**src/rtl/core/e2cd_pkg.sv**
```systemverilog
`timescale 1ns / 1ps
`default_nettype none

package e2cd_pkg;

    localparam logic [31:0] EPOCH_2000   = 32'd946684800;
    localparam logic [8:0]  YEAR_DAYS    = 9'd365;
    localparam logic [6:0]  CENTURY_YOFF = 7'd100;
    localparam logic [5:0]  DIV_60       = 6'd60;
    localparam logic [5:0]  DIV_24       = 6'd24;
    localparam logic [2:0]  WD_START     = 3'd6;
    localparam logic [3:0]  WEEK_DAYS    = 4'd7;
    localparam logic [4:0]  SHORT_MONTH  = 5'd28;
    localparam logic [3:0]  FEB          = 4'd1;
    localparam logic [3:0]  LAST_MONTH   = 4'd11;

    // x / 60 = (x * RECIP_60) >> 37, x / 24 = (x * RECIP_24) >> 36, exact for 32-bit x
    localparam logic [31:0] RECIP_60     = 32'h8888_8889;
    localparam logic [31:0] RECIP_24     = 32'hAAAA_AAAB;

    localparam logic        DIV_LAST     = 1'b1;

    localparam logic [4:0] MONTH_LEN [12] = '{
        5'd31, 5'd28, 5'd31, 5'd30, 5'd31, 5'd30,
        5'd31, 5'd31, 5'd30, 5'd31, 5'd30, 5'd31
    };

    localparam logic [2:0] DAY_MOD7 [32] = '{
        3'd0, 3'd1, 3'd2, 3'd3, 3'd4, 3'd5, 3'd6,
        3'd0, 3'd1, 3'd2, 3'd3, 3'd4, 3'd5, 3'd6,
        3'd0, 3'd1, 3'd2, 3'd3, 3'd4, 3'd5, 3'd6,
        3'd0, 3'd1, 3'd2, 3'd3, 3'd4, 3'd5, 3'd6,
        3'd0, 3'd1, 3'd2, 3'd3
    };

    typedef enum logic [1:0] {
        CAP_SEC,
        CAP_MIN,
        CAP_HOUR
    } cap_t;

    typedef struct packed {
        logic load;
        logic div_step;
        logic div_last;
        cap_t cap;
        logic year_step;
        logic month_step;
        logic out_load;
    } e2cd_cmd_t;

    typedef struct packed {
        logic oor;
        logic year_fit;
        logic month_end;
        logic out_free;
    } e2cd_stat_t;

endpackage

`default_nettype wire

```
**src/rtl/core/e2cd_ctrl.sv**
```systemverilog
`timescale 1ns / 1ps
`default_nettype none

module e2cd_ctrl
    import e2cd_pkg::*;
(
    input  wire logic       clk,
    input  wire logic       rst_n,
    input  wire logic       epoch_valid,
    output logic            epoch_stall,
    input  wire e2cd_stat_t stat,
    output e2cd_cmd_t       cmd
);

    typedef enum logic [4:0] {
        ST_IDLE  = 5'b00001,
        ST_DIV   = 5'b00010,
        ST_YEAR  = 5'b00100,
        ST_MONTH = 5'b01000,
        ST_DONE  = 5'b10000
    } state_t;

    state_t     state_reg, state_next;
    logic       cnt_reg, cnt_next;
    cap_t       cap_reg, cap_next;

    always_ff @(posedge clk or negedge rst_n)
    begin
        if (!rst_n)
        begin
            state_reg <= ST_IDLE;
            cnt_reg   <= 1'b0;
            cap_reg   <= CAP_SEC;
        end
        else
        begin
            state_reg <= state_next;
            cnt_reg   <= cnt_next;
            cap_reg   <= cap_next;
        end
    end

    assign epoch_stall = (state_reg != ST_IDLE);

    always_comb
    begin
        state_next = state_reg;
        cnt_next   = cnt_reg;
        cap_next   = cap_reg;
        cmd        = '0;
        cmd.cap    = cap_reg;
        unique case (state_reg)
            ST_IDLE:
            begin
                if (epoch_valid)
                begin
                    cmd.load   = 1'b1;
                    cnt_next   = 1'b0;
                    cap_next   = CAP_SEC;
                    state_next = ST_DIV;
                end
            end
            ST_DIV:
            begin
                if (stat.oor)
                begin
                    state_next = ST_DONE;
                end
                else
                begin
                    cmd.div_step = 1'b1;
                    cmd.div_last = (cnt_reg == DIV_LAST);
                    cnt_next     = cnt_reg + 1'b1;
                    if (cmd.div_last)
                    begin
                        unique case (cap_reg)
                            CAP_SEC:  cap_next = CAP_MIN;
                            CAP_MIN:  cap_next = CAP_HOUR;
                            default:  state_next = ST_YEAR;
                        endcase
                    end
                end
            end
            ST_YEAR:
            begin
                cmd.year_step = 1'b1;
                if (stat.year_fit)
                begin
                    state_next = ST_MONTH;
                end
            end
            ST_MONTH:
            begin
                cmd.month_step = 1'b1;
                if (stat.month_end)
                begin
                    state_next = ST_DONE;
                end
            end
            ST_DONE:
            begin
                if (stat.out_free)
                begin
                    cmd.out_load = 1'b1;
                    state_next   = ST_IDLE;
                end
            end
            default:
            begin
                state_next = ST_IDLE;
            end
        endcase
    end

endmodule

`default_nettype wire

```
**src/rtl/core/e2cd_dpath.sv**
```systemverilog
`timescale 1ns / 1ps
`default_nettype none

module e2cd_dpath
    import e2cd_pkg::*;
(
    input  wire logic        clk,
    input  wire logic        rst_n,
    input  wire e2cd_cmd_t   cmd,
    output e2cd_stat_t       stat,
    input  wire logic [31:0] epoch_seconds,
    output logic             date_valid,
    input  wire logic        date_stall,
    output logic [6:0]       year_offset,
    output logic [3:0]       month_number,
    output logic [4:0]       day_of_month,
    output logic [4:0]       hour_of_day,
    output logic [5:0]       minute_of_hour,
    output logic [5:0]       second_of_minute,
    output logic [2:0]       weekday,
    output logic             out_of_range
);

    logic [31:0] q_reg, q_next;
    logic [31:0] quo_reg, quo_next;
    logic        oor_reg, oor_next;
    logic [5:0]  sec_reg, sec_next;
    logic [5:0]  min_reg, min_next;
    logic [4:0]  hour_reg, hour_next;
    logic [6:0]  yoff_reg, yoff_next;
    logic [3:0]  mon_reg, mon_next;
    logic [2:0]  wd_reg, wd_next;

    logic [6:0]  o_year_reg, o_year_next;
    logic [3:0]  o_mon_reg, o_mon_next;
    logic [4:0]  o_day_reg, o_day_next;
    logic [4:0]  o_hour_reg, o_hour_next;
    logic [5:0]  o_min_reg, o_min_next;
    logic [5:0]  o_sec_reg, o_sec_next;
    logic [2:0]  o_wd_reg, o_wd_next;
    logic        o_oor_reg, o_oor_next;
    logic        out_valid_reg, out_valid_next;

    logic [31:0] div_q;
    logic [5:0]  div_r;
    logic [5:0]  divisor;
    logic [31:0] recip;
    logic [63:0] prod;
    logic        leap;
    logic [8:0]  ylen;
    logic [4:0]  mlen;
    logic [15:0] days;

    function automatic logic [2:0] wd_add(input logic [2:0] a, input logic [2:0] b);
        logic [3:0] s;
        s = {1'b0, a} + {1'b0, b};
        if (s >= WEEK_DAYS)
        begin
            s = s - WEEK_DAYS;
        end
        return s[2:0];
    endfunction

    // reciprocal multiply: quotient on the first division step, remainder on the last
    always_comb
    begin
        divisor = (cmd.cap == CAP_HOUR) ? DIV_24 : DIV_60;
        recip   = (cmd.cap == CAP_HOUR) ? RECIP_24 : RECIP_60;
        prod    = {32'd0, q_reg} * {32'd0, recip};
        div_q   = (cmd.cap == CAP_HOUR) ? {4'd0, prod[63:36]} : {5'd0, prod[63:37]};
        div_r   = q_reg[5:0] - 6'(quo_reg[5:0] * divisor);
    end

    assign days = q_reg[15:0];
    assign leap = (yoff_reg[1:0] == 2'b00) && (yoff_reg != CENTURY_YOFF);
    assign ylen = YEAR_DAYS + {8'd0, leap};
    assign mlen = MONTH_LEN[mon_reg] + {4'd0, leap && (mon_reg == FEB)};

    assign stat.oor       = oor_reg;
    assign stat.year_fit  = (days < {7'd0, ylen});
    assign stat.month_end = (days < {11'd0, mlen}) || (mon_reg == LAST_MONTH);
    assign stat.out_free  = !out_valid_reg || !date_stall;

    always_comb
    begin
        q_next    = q_reg;
        quo_next  = quo_reg;
        oor_next  = oor_reg;
        sec_next  = sec_reg;
        min_next  = min_reg;
        hour_next = hour_reg;
        yoff_next = yoff_reg;
        mon_next  = mon_reg;
        wd_next   = wd_reg;

        o_year_next = o_year_reg;
        o_mon_next  = o_mon_reg;
        o_day_next  = o_day_reg;
        o_hour_next = o_hour_reg;
        o_min_next  = o_min_reg;
        o_sec_next  = o_sec_reg;
        o_wd_next   = o_wd_reg;
        o_oor_next  = o_oor_reg;

        if (cmd.load)
        begin
            q_next    = epoch_seconds - EPOCH_2000;
            oor_next  = (epoch_seconds < EPOCH_2000);
            yoff_next = '0;
            mon_next  = '0;
            wd_next   = WD_START;
        end

        if (cmd.div_step)
        begin
            if (cmd.div_last)
            begin
                q_next = quo_reg;
                unique case (cmd.cap)
                    CAP_SEC:  sec_next  = div_r;
                    CAP_MIN:  min_next  = div_r;
                    default:  hour_next = div_r[4:0];
                endcase
            end
            else
            begin
                quo_next = div_q;
            end
        end

        if (cmd.year_step && !stat.year_fit)
        begin
            q_next    = {16'd0, days - {7'd0, ylen}};
            yoff_next = yoff_reg + 7'd1;
            wd_next   = wd_add(wd_reg, leap ? 3'd2 : 3'd1);
        end

        if (cmd.month_step && !stat.month_end)
        begin
            q_next   = {16'd0, days - {11'd0, mlen}};
            mon_next = mon_reg + 4'd1;
            wd_next  = wd_add(wd_reg, 3'(mlen - SHORT_MONTH));
        end

        if (cmd.out_load)
        begin
            o_oor_next = oor_reg;
            if (oor_reg)
            begin
                o_year_next = '0;
                o_mon_next  = '0;
                o_day_next  = '0;
                o_hour_next = '0;
                o_min_next  = '0;
                o_sec_next  = '0;
                o_wd_next   = '0;
            end
            else
            begin
                o_year_next = yoff_reg;
                o_mon_next  = mon_reg + 4'd1;
                o_day_next  = days[4:0] + 5'd1;
                o_hour_next = hour_reg;
                o_min_next  = min_reg;
                o_sec_next  = sec_reg;
                o_wd_next   = wd_add(wd_reg, DAY_MOD7[days[4:0]]);
            end
        end
    end

    always_comb
    begin
        out_valid_next = out_valid_reg;
        if (date_valid && !date_stall)
        begin
            out_valid_next = 1'b0;
        end
        if (cmd.out_load)
        begin
            out_valid_next = 1'b1;
        end
    end

    always_ff @(posedge clk)
    begin
        q_reg       <= q_next;
        quo_reg     <= quo_next;
        oor_reg     <= oor_next;
        sec_reg     <= sec_next;
        min_reg     <= min_next;
        hour_reg    <= hour_next;
        yoff_reg    <= yoff_next;
        mon_reg     <= mon_next;
        wd_reg      <= wd_next;
        o_year_reg  <= o_year_next;
        o_mon_reg   <= o_mon_next;
        o_day_reg   <= o_day_next;
        o_hour_reg  <= o_hour_next;
        o_min_reg   <= o_min_next;
        o_sec_reg   <= o_sec_next;
        o_wd_reg    <= o_wd_next;
        o_oor_reg   <= o_oor_next;
    end

    always_ff @(posedge clk or negedge rst_n)
    begin
        if (!rst_n)
        begin
            out_valid_reg <= 1'b0;
        end
        else
        begin
            out_valid_reg <= out_valid_next;
        end
    end

    assign date_valid       = out_valid_reg;
    assign year_offset      = o_year_reg;
    assign month_number     = o_mon_reg;
    assign day_of_month     = o_day_reg;
    assign hour_of_day      = o_hour_reg;
    assign minute_of_hour   = o_min_reg;
    assign second_of_minute = o_sec_reg;
    assign weekday          = o_wd_reg;
    assign out_of_range     = o_oor_reg;

endmodule

`default_nettype wire

```
**src/rtl/core/epoch_to_calendar_date_top.sv**
```systemverilog
`timescale 1ns / 1ps
`default_nettype none

// Channel   Handshake                  Payload
// epoch     epoch_valid / epoch_stall  epoch_seconds
// date      date_valid / date_stall    year_offset .. weekday, out_of_range
//
// One transfer in at a time. Three divisions (by 60, 60, 24), each a reciprocal
// multiply then a remainder, are followed by whole years taken off one at a time,
// then whole months one at a time, then one output load; the next transfer in is
// taken only after that load. Out-of-range timestamps skip the divisions, years
// and months and go from the divide state straight to the output load.
// rst_n clears the controller and the output valid only. A stalled result holds
// the next one in the done state, and epoch_stall stays high until it is loaded.

module epoch_to_calendar_date_top
    import e2cd_pkg::*;
(
    input  wire logic        clk,
    input  wire logic        rst_n,
    input  wire logic        epoch_valid,
    output logic             epoch_stall,
    input  wire logic [31:0] epoch_seconds,
    output logic             date_valid,
    input  wire logic        date_stall,
    output logic [6:0]       year_offset,
    output logic [3:0]       month_number,
    output logic [4:0]       day_of_month,
    output logic [4:0]       hour_of_day,
    output logic [5:0]       minute_of_hour,
    output logic [5:0]       second_of_minute,
    output logic [2:0]       weekday,
    output logic             out_of_range
);

    e2cd_cmd_t  cmd;
    e2cd_stat_t stat;

    e2cd_ctrl u_ctrl (
        .clk         (clk),
        .rst_n       (rst_n),
        .epoch_valid (epoch_valid),
        .epoch_stall (epoch_stall),
        .stat        (stat),
        .cmd         (cmd)
    );

    e2cd_dpath u_dpath (
        .clk              (clk),
        .rst_n            (rst_n),
        .cmd              (cmd),
        .stat             (stat),
        .epoch_seconds    (epoch_seconds),
        .date_valid       (date_valid),
        .date_stall       (date_stall),
        .year_offset      (year_offset),
        .month_number     (month_number),
        .day_of_month     (day_of_month),
        .hour_of_day      (hour_of_day),
        .minute_of_hour   (minute_of_hour),
        .second_of_minute (second_of_minute),
        .weekday          (weekday),
        .out_of_range     (out_of_range)
    );

endmodule

`default_nettype wire

```
**config.mk**
```make
export PLATFORM = sky130hd
export DESIGN_NAME = epoch_to_calendar_date_top
export DESIGN_NICKNAME = d
export VERILOG_FILES = /design/src/rtl/core/e2cd_pkg.sv /design/src/rtl/core/e2cd_ctrl.sv /design/src/rtl/core/e2cd_dpath.sv /design/src/rtl/core/epoch_to_calendar_date_top.sv
export SDC_FILE = /design/constraint.sdc
export NUM_CORES = 2
export LEC_CHECK = 0
export ABC_AREA = 1
export BUFFER_PORTS_ARGS = -buffer_cell sky130_fd_sc_hd__buf_2
export CAP_MARGIN = 20
export CORE_UTILIZATION = 53
export DETAILED_ROUTE_END_ITERATION = 8
export HOLD_SLACK_MARGIN = 0.03
export PLACE_DENSITY = 0.7
export REMOVE_ABC_BUFFERS = 1
export SLEW_MARGIN = 15
export SYNTH_ARGS = -nofsm -noshare
export SYNTH_HDL_FRONTEND = slang
export SYNTH_HIERARCHICAL = 1
export SYNTH_SLANG_ARGS = --single-unit
```
**constraint.sdc**
```tcl
create_clock -name clk -period 19.6 [get_ports clk]
set_input_delay 0.98 -clock clk [delete_from_list [all_inputs] [get_ports clk]]
set_output_delay 0.98 -clock clk [all_outputs]
set_load 0.01 [all_outputs]
```
After elaboration in Yosys (flattened, before gate mapping):

Memory sizes are Yosys's and may differ from the RTL's.
Cells that the tools add are included.

* add/sub/neg operators: 17
* multiply operators: 2
* div/mod/pow operators: 0
* $lt $le $gt $ge: 8
* equality and inequality tests: 20
* shifts and indexed selects: 0
* mux-type cells: 49
* bitwise logic cells: 4
* reductions and logical operators: 27

Operator list (count)
* 2-to-1 mux 32 bit: 3
* multiplier 32 x 32 -> 64 bit: 1
* 2-to-1 mux 5 bit: 9
* less-than comparator 32 x 30 -> 1 bit, second input constant: 1
* 2-to-1 mux 16 bit: 2
* subtractor 32 x 30 -> 32 bit, second input constant: 1
* 2-to-1 mux 30 bit: 1
* 2-to-1 mux 27 bit: 1
* one-hot mux 5 bit (5 select lines): 1
* 2-to-1 mux 3 bit: 8
* less-than comparator 16 x 5 -> 1 bit: 1
* less-than comparator 16 x 9 -> 1 bit: 1
* subtractor 16 x 5 -> 16 bit: 1
* subtractor 16 x 9 -> 16 bit: 1
* 2-to-1 mux 7 bit: 2
* >= comparator 4 x 3 -> 1 bit, second input constant: 3
* 2-to-1 mux 2 bit: 6
* AND reduction 3 bit: 4
* subtractor 3 bit, second input constant: 4
* 2-to-1 mux 1 bit: 10
* adder 9 x 1 -> 9 bit, first input constant: 1
* adder 3 x 3 -> 4 bit: 2
* 2-to-1 mux 4 bit: 2
* one-hot mux 2 bit (2 select lines): 2
* other kinds (40): 59

* flip-flop bits (word level): 142
* bits in latches: 0
* memory bits (writable): 0
* bits in read-only memories: 176
* input port bits: 36
* output and inout port bits: 39
* logic and storage cells: 152
* memories kept: 2

Memories
* (name not given): words 32, width 3, rd ports 1, clocked after memory_dff 0, write ports 0, line e2cd_dpath.sv:166 `o_wd_next = wd_add(wd_reg, DAY_MOD7[days[4:0]]);`
* (name not given): words 16, width 5, rd ports 1, clocked after memory_dff 0, write ports 0, line e2cd_dpath.sv:77 `assign mlen = MONTH_LEN[mon_reg] + {4'd0, leap && (mon_reg == FEB)};`

Longest topological paths before layout:

* depth in word-level cells: 10
* depth in mapped cells: 42
* gate-level depth less buffers: 42

Cells and area by module:

Netlist, hierarchy kept.

Modules (own cells, without submodules)
* e2cd_dpath: instances 1, cells an instance 3519, area an instance 27640.3 µm², sequential area each 3578.4 µm²
* e2cd_ctrl: instances 1, cells an instance 86, area an instance 580.6 µm², sequential area each 201.4 µm²

Least setup slack after synthesis:

OpenSTA, ideal clock, no wires.

* path type: register -> register
* start point: register u_ctrl.cap_reg[0]
* end point: register u_dpath.quo_reg[17] (data pin)
* arrival time: 6.590 ns
* slack: 12.756 ns
* stages on the path, launching flop included: 31
* buffers on the path: 1
* path through: dfrtp_1 -> inv_1 -> nand2_2 -> buf_4 -> nor2_1 -> inv_1 -> nor2_1 -> inv_1 -> nand2_1 -> fa_1 -> fa_1 -> fa_1 -> inv_1 -> fa_1 -> fa_1 -> fa_1 -> inv_1 -> fa_1 -> inv_1 -> ha_1 -> nand2_1 -> nor2_1 -> inv_1 -> nor2_1 -> inv_1 -> nor3_1 -> nand2_1 -> nand3_1 -> nand2_1 -> nand3_1 -> nand2_1

* word-level cells in the longest chain between the ends: 4

Ends and longest elaborated chain
* start: declaration: line e2cd_ctrl.sv:25 `cap_t cap_reg, cap_next;`
* start signal: assignment: line e2cd_ctrl.sv:39 `cap_reg <= cap_next;`
* == test 2 bit *: line e2cd_dpath.sv:68, e2cd_dpath.sv:70
* 2-to-1 mux 30 bit: line e2cd_dpath.sv:68 `recip = (cmd.cap == CAP_HOUR) ? RECIP_24 : RECIP_60;`
* multiplier 32 x 32 -> 64 bit: line e2cd_dpath.sv:69 `prod = {32'd0, q_reg} * {32'd0, recip};`
* 2-to-1 mux 27 bit *: line e2cd_dpath.sv:70 `div_q = (cmd.cap == CAP_HOUR) ? {4'd0, prod[63:36]} : {5'd0, prod[63:37]};`
* via u_dpath.div_q[17]: line e2cd_dpath.sv:44 `logic [31:0] div_q;`
* end signal: assignment: line e2cd_dpath.sv:187 `quo_reg <= quo_next;`
* end: declaration: line e2cd_dpath.sv:25 `logic [31:0] quo_reg, quo_next;`

Mark *: on every way through the listed nets, which the timed path passes. The rest lies on a longest branch.
A chain may end at the register's enable or synchronous reset.

Final worst setup path:

* start point: register u_ctrl.cap_reg[0]
* end point: register u_dpath.quo_reg[6] (data pin)

Same word-level chain as after synthesis.

==> metrics.csv <==
stage,metric,value,unit
run_status,status,completed,
critical_path,worstSetupPathType,reg -> reg,
cts,post_cts_resized,0,
yosys,synth_edf_count,97,
detailed_routing,wire_per_inst,21.21,microns
floorplan,core_area,52550,sq um
cts,cts.sinks,138,
critical_path,cp.required,19.83,ns
floorplan,row_count,84,
placement,dp_hpwl,81.46,mm
global_route,grt_max_degree,46,
global_route,grt_pass1_vias,23750,
global_route,grt_first_pass_wirelength,141.7,mm
cts,clock-root-buffer,clkbuf_16,
floorplan,die-area,54170,sq um
job,maxCapViolations,0,
yosys,synth-seq-cells,138,
cts,postCtsHoldBufs,0,
critical_path,reg2reg_from,u_ctrl/cap_reg[0]$_DFFE_PN0P_,
layout,largest_reg_flops,32,
floorplan,dieWidth,232.8,microns
sta,finalMaxSlewViolations,0,
sta,worstMarginPinSlew,1.012,ns
global_route,grt.total_usage,36.01,%
layout,nFillCells,5021,
cts,htreeDepth,4,
placement,io_buffers,74,
placement,gp_congestion,1.079,
sta,rsz0062_at_grt,false,
detailed_routing,ant_nets,0,
floorplan,start_util,53.70,%
min_path,min_path_type,in -> async,
critical_path,arrival,8.89,ns
sta,final.min_clock_period,8.662,ns
critical_path,reg2regPathDepth,34,
cts,clock_tree.buffer_depth,2,
cts,cts_buffers,17,
layout,drive_gt1_share,5.376,%
yosys,avgSynthCellArea,7.828,sq um
layout,multi_input_area,20480,sq um
sta,slew_headroom,32.03,%
sta,fin_crit_sh,44.20,%
sta,skew,0.01979,ns
critical_path,slowest_stage,fa_1,
global_route,grt_overflow,0,
detailed_routing,drt_iter0_drc,2003,
yosys,ys_types,54,
layout,final_nets,4504,
yosys,synth_ff_type,edfxtp_1,
sta,setup_viol,0,
detailed_routing,vias,23480,
layout,syn_to_final_growth,6.198,%
yosys,yosysTopAreaCellShare,27.88,%
detailed_routing,first_pass_iters,5,
layout,seqCellArea,3780,sq um
detailed_routing,wl,92.75,mm
yosys,yosysWarnings,6,
yosys,seq_area_frac_synth,13.39,%
global_route,antenna_found_initial,5,
floorplan,die_y,232.8,microns
yosys,synth_top_area_cell,fa_1,
critical_path,critical_path.max_stage_delay,0.56,ns
critical_path,startpoint_type,flop,
critical_path,crit_path_end_kind,flop,
sta,finalSetupTns,0,ns
detailed_routing,vias_per_cell,5.370,
cts,insertion_delay,0.49,ns
sta,fmax,115.4,MHz
critical_path,path_max_fanout,38,
sta,hold_violations,0,
critical_path,reg2reg_to,u_dpath/quo_reg[6]$_DFFE_PP_,
yosys,synth.area.top_cells,"fa_1, ha_1, inv_1",
detailed_routing,drc,0,
cts,cts_setup_buffers,0,
yosys,yosysMostFrequentCell,inv_1,
critical_path,r2r_slack,10.94,ns
yosys,syn-cell-area,28220,sq um
floorplan,io_pins,75,
cts,cts_tree,yes,
yosys,async_reset_ff_share,6.522,%
cts,clk_pin_slew_worst_paths,0.07,ns
yosys,synthCells,3605,
yosys,synth_common_cells,"inv_1, nand2_1, ha_1",
-- worst max path at each step --
| stage | depth (start not counted) | endpoint | slack, ns | startpoint |
|---|---|---|---|---|
| 2_1_floorplan | 27 | u_dpath/quo_reg[19]$_DFFE_PP_ | 11.87 | u_ctrl/cap_reg[0]$_DFFE_PN0P_ |
| 3_3_place_gp | 33 | u_dpath/quo_reg[24]$_DFFE_PP_ | 10.99 | u_ctrl/cap_reg[0]$_DFFE_PN0P_ |
| 3_5_place_dp | 31 | u_dpath/quo_reg[4]$_DFFE_PP_ | 11.05 | u_ctrl/cap_reg[0]$_DFFE_PN0P_ |
| 4_1_cts | 31 | u_dpath/quo_reg[4]$_DFFE_PP_ | 11.00 | u_ctrl/cap_reg[0]$_DFFE_PN0P_ |
| 5_1_grt | 36 | u_dpath/quo_reg[25]$_DFFE_PP_ | 10.50 | u_ctrl/cap_reg[0]$_DFFE_PN0P_ |
| 6_report | 34 | u_dpath/quo_reg[6]$_DFFE_PP_ | 10.94 | u_ctrl/cap_reg[0]$_DFFE_PN0P_ |
-- cell type report --
class	count	area share, %
multi-input cells	2419	68.34
flip-flops and latches	138	12.61
diodes	1	0.008350
clock inverters	12	0.4718
repair buffers	89	1.653
clock buffers	20	1.457
well taps	688	2.872
inverters	1005	12.59
-- layout by cell type, fill, tap and decap left out, types with 8 or more instances in the layout --
master / count
nand2_1: 639
nand3b_1: 21
edfxtp_1: 97
inv_1: 978
nand3_1: 155
xnor2_1: 9
xor2_1: 43
buf_2: 74
a21oi_1: 147
nor2_4: 12
fa_1: 393
nor3_1: 20
or2_2: 9
clkbuf_16: 17
dfxtp_1: 32
o21bai_1: 9
nor2_2: 16
buf_4: 14
o21ai_0: 139
o21ai_1: 9
ha_1: 405
inv_2: 21
o211ai_1: 9
dfrtp_1: 8
nor2_1: 305
nand4_1: 17
-- through the flow --
stage	hold WS, ns	std cells	instance area (sq um)	setup WS (ns)	util [%]
after global placement	0.4782	4338	29370	10.99	55.89
after global routing	0.3459	4371	29970	10.50	57.03
final	0.3416	4372	29970	10.94	57.03
after detailed placement	0.5146	4338	29370	11.05	55.89
after CTS	0.3211	4370	29950	11.00	56.99
after floorplan	0.4693	3562	28020	11.87	-
-- kinds of logic after synthesis --
group	share of synthesized area, %
AO/OA/AOI/OAI	6.509
XOR/XNOR	1.694
adder cells (fa/ha/maj)	45.83
buffers and inverters	14.09
flip-flops	13.39
multiplexers	0.03990
AND/OR/NAND/NOR	18.43
-- routing by layer --
metal	share of wire (%)	track usage, %	vias up	wire, microns
li1	-	-	11110	-
met1	40	46.06	11170	37210
met2	45	57.11	952	42030
met3	8.1	6.667	241	7486
met4	6.4	20.67	6	5982
met5	0.045	0	-	42
-- worst max-delay path: cells and delay by family (launching register included) --
family	cells	cell delay, ns
fa+ha+maj	8	3.72
simple gates	15	2.55
buf+inv	10	1.36
flops	1	0.42
compound gates	1	0.33
Power is left out: the tool's default activity adds up to more than one toggle a clock period on the data nets, which glitch-free logic cannot reach.
